### config.mk
export PLATFORM = sky130hd
export DESIGN_NAME = hpl_cordic
export DESIGN_NICKNAME = d
export VERILOG_FILES = /design/src/design/hpl_pkg.sv /design/src/design/hpl_cordic.sv
export SDC_FILE = /design/constraint.sdc
export NUM_CORES = 2
export LEC_CHECK = 0
export BUFFER_PORTS_ARGS = -buffer_cell sky130_fd_sc_hd__buf_2
export CAP_MARGIN = 20
export CORE_MARGIN = 5
export CORE_UTILIZATION = 50
export DETAILED_ROUTE_END_ITERATION = 7
export GPL_ROUTABILITY_DRIVEN = 0
export PLACE_DENSITY = 0.73
export SETUP_SLACK_MARGIN = 0.5
export SLEW_MARGIN = 10
export SYNTH_ARGS = -nofsm -noshare
export SYNTH_HDL_FRONTEND = slang
export SYNTH_SLANG_ARGS = --single-unit
### constraint.sdc
create_clock -name clk -period 11.6 [get_ports clk]
set_input_delay 1.74 -clock clk [delete_from_list [all_inputs] [get_ports clk]]
set_output_delay 1.74 -clock clk [all_outputs]
set_load 0.02 [all_outputs]
### src/design/hpl_pkg.sv
`default_nettype none
// ----------------------------------------------------------------------------
// hpl_pkg: shared constants, arctangent table and stage types
// Holds the fixed Q30 constants, the datapath width used by the ratio divider,
// square root and vectoring pipelines, and the CORDIC angle table.
// ----------------------------------------------------------------------------
package hpl_pkg;

  localparam int COORD_BITS_DEF      = 13;
  localparam int ANGLE_FRAC_BITS_DEF = 13;
  localparam int CORDIC_STEPS_DEF    = 16;

  localparam int QW = 34;  // signed Q30 datapath width with headroom

  localparam logic signed [QW-1:0] Q30_ONE = QW'(64'sd1073741824);
  localparam logic signed [QW-1:0] Q30_PI  = QW'(64'sd3373259426);

  function automatic logic signed [QW-1:0] atan_q30(input int i);
    logic signed [QW-1:0] v;
    begin
      unique case (i)
        0:  v = QW'(64'sd843314857);
        1:  v = QW'(64'sd497837829);
        2:  v = QW'(64'sd263043837);
        3:  v = QW'(64'sd133525159);
        4:  v = QW'(64'sd67021687);
        5:  v = QW'(64'sd33543516);
        6:  v = QW'(64'sd16775851);
        7:  v = QW'(64'sd8388437);
        8:  v = QW'(64'sd4194283);
        9:  v = QW'(64'sd2097149);
        10: v = QW'(64'sd1048576);
        11: v = QW'(64'sd524288);
        12: v = QW'(64'sd262144);
        13: v = QW'(64'sd131072);
        14: v = QW'(64'sd65536);
        15: v = QW'(64'sd32768);
        16: v = QW'(64'sd16384);
        17: v = QW'(64'sd8192);
        18: v = QW'(64'sd4096);
        19: v = QW'(64'sd2048);
        20: v = QW'(64'sd1024);
        21: v = QW'(64'sd512);
        22: v = QW'(64'sd256);
        23: v = QW'(64'sd128);
        default: v = '0;
      endcase
      return v;
    end
  endfunction

  // One vectoring problem: atan2(y, x) with x >= 0, plus an offset held in z.
  typedef struct packed {
    logic signed [QW-1:0] x;
    logic signed [QW-1:0] y;
    logic signed [QW-1:0] z;
  } cordic_t;

endpackage
`default_nettype wire

### src/design/hpl_cordic.sv
`default_nettype none
// ----------------------------------------------------------------------------
// hpl_cordic: pipelined CORDIC vectoring unit
// One micro-rotation per register stage, accumulating angle in Q30.
// ----------------------------------------------------------------------------
module hpl_cordic
  import hpl_pkg::*;
#(
  parameter int STEPS = CORDIC_STEPS_DEF,
  parameter int SW    = 8
) (
  input  wire logic          clk,
  input  wire logic          rst,
  input  wire logic          en,
  input  wire logic          in_v,
  input  wire cordic_t       in_d,
  input  wire logic [SW-1:0] side_in,
  output logic               out_v,
  output logic signed [QW-1:0] angle,
  output logic [SW-1:0]      side_out
);

  logic [STEPS:0]  v;
  cordic_t         st   [STEPS+1];
  logic [SW-1:0]   side [STEPS+1];

  assign v[0]    = in_v;
  assign st[0]   = in_d;
  assign side[0] = side_in;

  for (genvar i = 0; i < STEPS; i++) begin : g_step
    logic signed [QW-1:0] xs;
    logic signed [QW-1:0] ys;
    assign xs = st[i].x >>> i;
    assign ys = st[i].y >>> i;
    always_ff @(posedge clk) begin
      if (rst) begin
        v[i+1] <= 1'b0;
      end else if (en) begin
        v[i+1] <= v[i];
      end
    end
    always_ff @(posedge clk) begin
      if (en) begin
        if (!st[i].y[QW-1]) begin
          st[i+1].x <= st[i].x + ys;
          st[i+1].y <= st[i].y - xs;
          st[i+1].z <= st[i].z + atan_q30(i);
        end else begin
          st[i+1].x <= st[i].x - ys;
          st[i+1].y <= st[i].y + xs;
          st[i+1].z <= st[i].z - atan_q30(i);
        end
        side[i+1] <= side[i];
      end
    end
  end

  assign out_v    = v[STEPS];
  assign angle    = st[STEPS].z;
  assign side_out = side[STEPS];

endmodule
`default_nettype wire

==> results.py <==
metrics = {
    "outcome": {
        "status": "finished, final reports clean",
    },
    "global_routing": {
        "antenna_found_initial": 1,
        "grt_pass1_vias": 93629,
        "grt_max_degree": 201,
        "grt_pass1_wl_um": 480000,
        "grt_overflow": 0,
        "track_usage_pct": 21.7,
    },
    "timing": {
        "rsz0062_at_grt": "false",
        "layout_worst_path_cycle_share_pct": 48.9,
        "finalHoldViolations": 0,
        "fin_ws_ps": 5930,
        "layout_min_cycle_time_ps": 5670,
        "slew_violations": 0,
        "max_freq_mhz": 176,
        "tns_ps": 0,
        "max_slew_margin_pct": 17.9,
        "worst_clock_skew_ps": 85.5,
        "setup_viol": 0,
        "worstMarginPinSlew_ps": 1200,
    },
    "floorplan": {
        "initial_core_util_pct": 50.1,
        "die-width_um": 517,
        "die_h_um": 517,
        "die-area_um2": 267000,
        "io_pins": 157,
        "core_um2": 256000,
        "rows": 186,
    },
    "placed_design": {
        "post-place-ws_ps": 6030,
        "hpwl_um": 233000,
        "dp.cells": 16545,
        "placedInstanceArea_um2": 133000,
        "io_buffers": 156,
    },
    "worst_setup_path": {
        "worst-path-max-fanout": 9,
        "worstSetupPathType": "flip-flop to flip-flop",
        "critPathMaxStageDelay_ps": 990,
        "cp-start-kind": "flip-flop",
        "arrival_ps": 6250,
        "cp_slowest_cell": "nor3b_1",
        "cp.required_ps": 12180,
        "worstPathCellList": "nor2_1 > nor4b_1 > nor3b_1 > nand2_1 > nor3b_1 > a21oi_1 > xnor2_1 > ha_1 > a21o_1 > a21o_1 > a21o_1 > a221o_1 > a31o_2 > a21oi_1 > nor2_1 > or3_1 > a21oi_1 > xnor2_1",
        "crit_path_end_kind": "flip-flop",
    },
    "run": {
        "max_cap_viol_count": 0,
    },
    "clock_tree": {
        "clock_sinks": 1626,
        "worst_skew_pair.late_latency_ps": 870,
        "tritoncts": "built",
        "htreeDepth": 4,
        "cts_root_buffer": "clkbuf_16",
        "clk_pin_slew_ps": 60,
        "max-clock-path-buffers": 3,
        "cts_resized": 0,
        "ctsHoldBuffers": 0,
        "post_cts.repair.setup_buffers": 0,
        "numCtsBuffers": 182,
    },
    "routing": {
        "drtIter0Drc": 6324,
        "drc_errors": 0,
        "routed_wl_um": 298000,
        "wire_per_inst_um": 17.6,
        "via_count": 96861,
        "postRouteAntennaNets": 0,
        "viasPerCell": 5.73,
        "first_pass_iters": 6,
    },
    "logic_synthesis": {
        "syn_nets": 14753,
        "synth_edf_count": 1610,
        "yosysWarnings": 0,
        "syn_inst": 13175,
        "seq_area_frac_synth_pct": 37.8,
        "async_flop_share_pct": 0,
        "synthFlopType": "edfxtp_1",
        "synth_area_per_cell_um2": 9.76,
        "synth_area_um2": 129000,
        "ys_ff_latch": 1626,
        "synth_cell_types": 98,
    },
    "finish": {
        "final_area_um2": 139000,
        "stdcell_count": 16890,
        "area_growth_pct": 8.31,
        "layout-drive-gt1-share_pct": 4.60,
        "layout.nets": 14927,
    },
    "worst_hold_path": {
        "hp-class": "flip-flop to flip-flop",
    },
}
==> cell usage after synthesis (all sizes together), types with 47 or more instances <==
cell / n / area, um^2
a21o: 624 / 4680
a31oi: 158 / 1010
nor3: 317 / 1590
o21ai: 608 / 3050
buf: 77 / 455
xnor2: 1242 / 10900
a21boi: 54 / 405
o31ai: 58 / 435
inv: 630 / 2360
edfxtp: 1610 / 48300
xor2: 614 / 5380
nand4: 83 / 519
a21oi: 1438 / 7200
and3: 103 / 644
nand2b: 208 / 1300
nor4: 118 / 753
nand3: 198 / 996
nand2: 628 / 2360
nor2b: 202 / 1260
o21bai: 179 / 1340
clkbuf: 146 / 558
o41ai: 64 / 591
mux2i: 47 / 470
or3: 78 / 488
nor2: 1229 / 4610
o21a: 181 / 1360
and2: 84 / 529
ha: 1420 / 17800
o211ai: 51 / 383
a211oi: 102 / 766
==> stage by stage <==
stage / hold slack, ps / util, %
6_report: 407 / 54.3
5_1_grt: 400 / 54.3
4_1_cts: 399 / 54.3
3_5_place_dp: 405 / 51.9
3_3_place_gp: 400 / 51.9
2_1_floorplan: 400 / -
==> flip-flops by register name, indices dropped and copies added (netlist names) <==
signal / cells
st: 705
g_step.ys: 372
g_step.xs: 371
side: 120
angle: 34
v: 15
side_out: 8
out_v: 1
==> final timing paths <==
check                                   from                          end  slack (ps)  depth (start not counted)
setup reg to reg  g_step[12].ys[3]$_DFFE_PP_  g_step[13].xs[14]$_DFFE_PP_        5930                         18
hold / removal             st[408]$_DFFE_PP_            st[306]$_DFFE_PP_         410                          0
setup / recovery  g_step[12].ys[3]$_DFFE_PP_  g_step[13].xs[14]$_DFFE_PP_        5930                         18
hold reg to reg            st[408]$_DFFE_PP_            st[306]$_DFFE_PP_         410                          0
==> cells in the final DEF (no fill, tap or decap), types with 179 or more instances in the layout <==
| master | instances |
|---|---|
| nor2b_1 | 202 |
| inv_1 | 628 |
| a21o_1 | 624 |
| edfxtp_1 | 1610 |
| ha_1 | 1420 |
| nand2_1 | 627 |
| o21a_1 | 181 |
| xnor2_1 | 1241 |
| nor3_1 | 316 |
| xor2_1 | 614 |
| clkbuf_16 | 185 |
| nand2b_1 | 208 |
| nand3_1 | 197 |
| o21bai_1 | 179 |
| nor2_1 | 1229 |
| o21ai_0 | 587 |
| a21oi_1 | 1438 |
==> cells by family after synthesis <==
kind of cell    share of synthesized area (%)
compound gates                           18.8
simple gates                             12.9
xor+xnor                                 12.6
flops                                    37.8
fa+ha+maj                                14.5
buf+inv                                  2.65
mux                                     0.655
==> critical path, delay by kind of cell (launching register included) <==
family / cells / cell delay, ps
compound gates: 8 / 1860
xor+xnor: 2 / 260
fa+ha+maj: 1 / 230
flops: 1 / 440
simple gates: 7 / 2620
==> metal layers <==
| metal | routed length, um | share of wire [%] | up-vias | GRT usage, % |
|---|---|---|---|---|
| met5 | 0 | 0 | - | 0 |
| met3 | 11500 | 3.9 | 696 | 2.21 |
| met1 | 122000 | 41 | 44890 | 25.6 |
| met2 | 147000 | 49 | 2315 | 39.2 |
| met4 | 16600 | 5.6 | 0 | 11.1 |
| li1 | - | - | 48960 | - |
==> layout make-up <==
cell class | instances | area (um^2)
Tap cell | 3384 | 4230
Fill cell | 22511 | 117000
Sequential cell | 1626 | 48700
Clock buffer | 221 | 4770
Antenna cell | 2 | 5.00
Multi-Input combinational cell | 10687 | 76500
Inverter | 639 | 2400
Clock inverter | 118 | 1380
Timing Repair Buffer | 213 | 1310
Power is left out: the tool's default activity adds up to more than one toggle a clock period on the data nets, which glitch-free logic cannot reach.
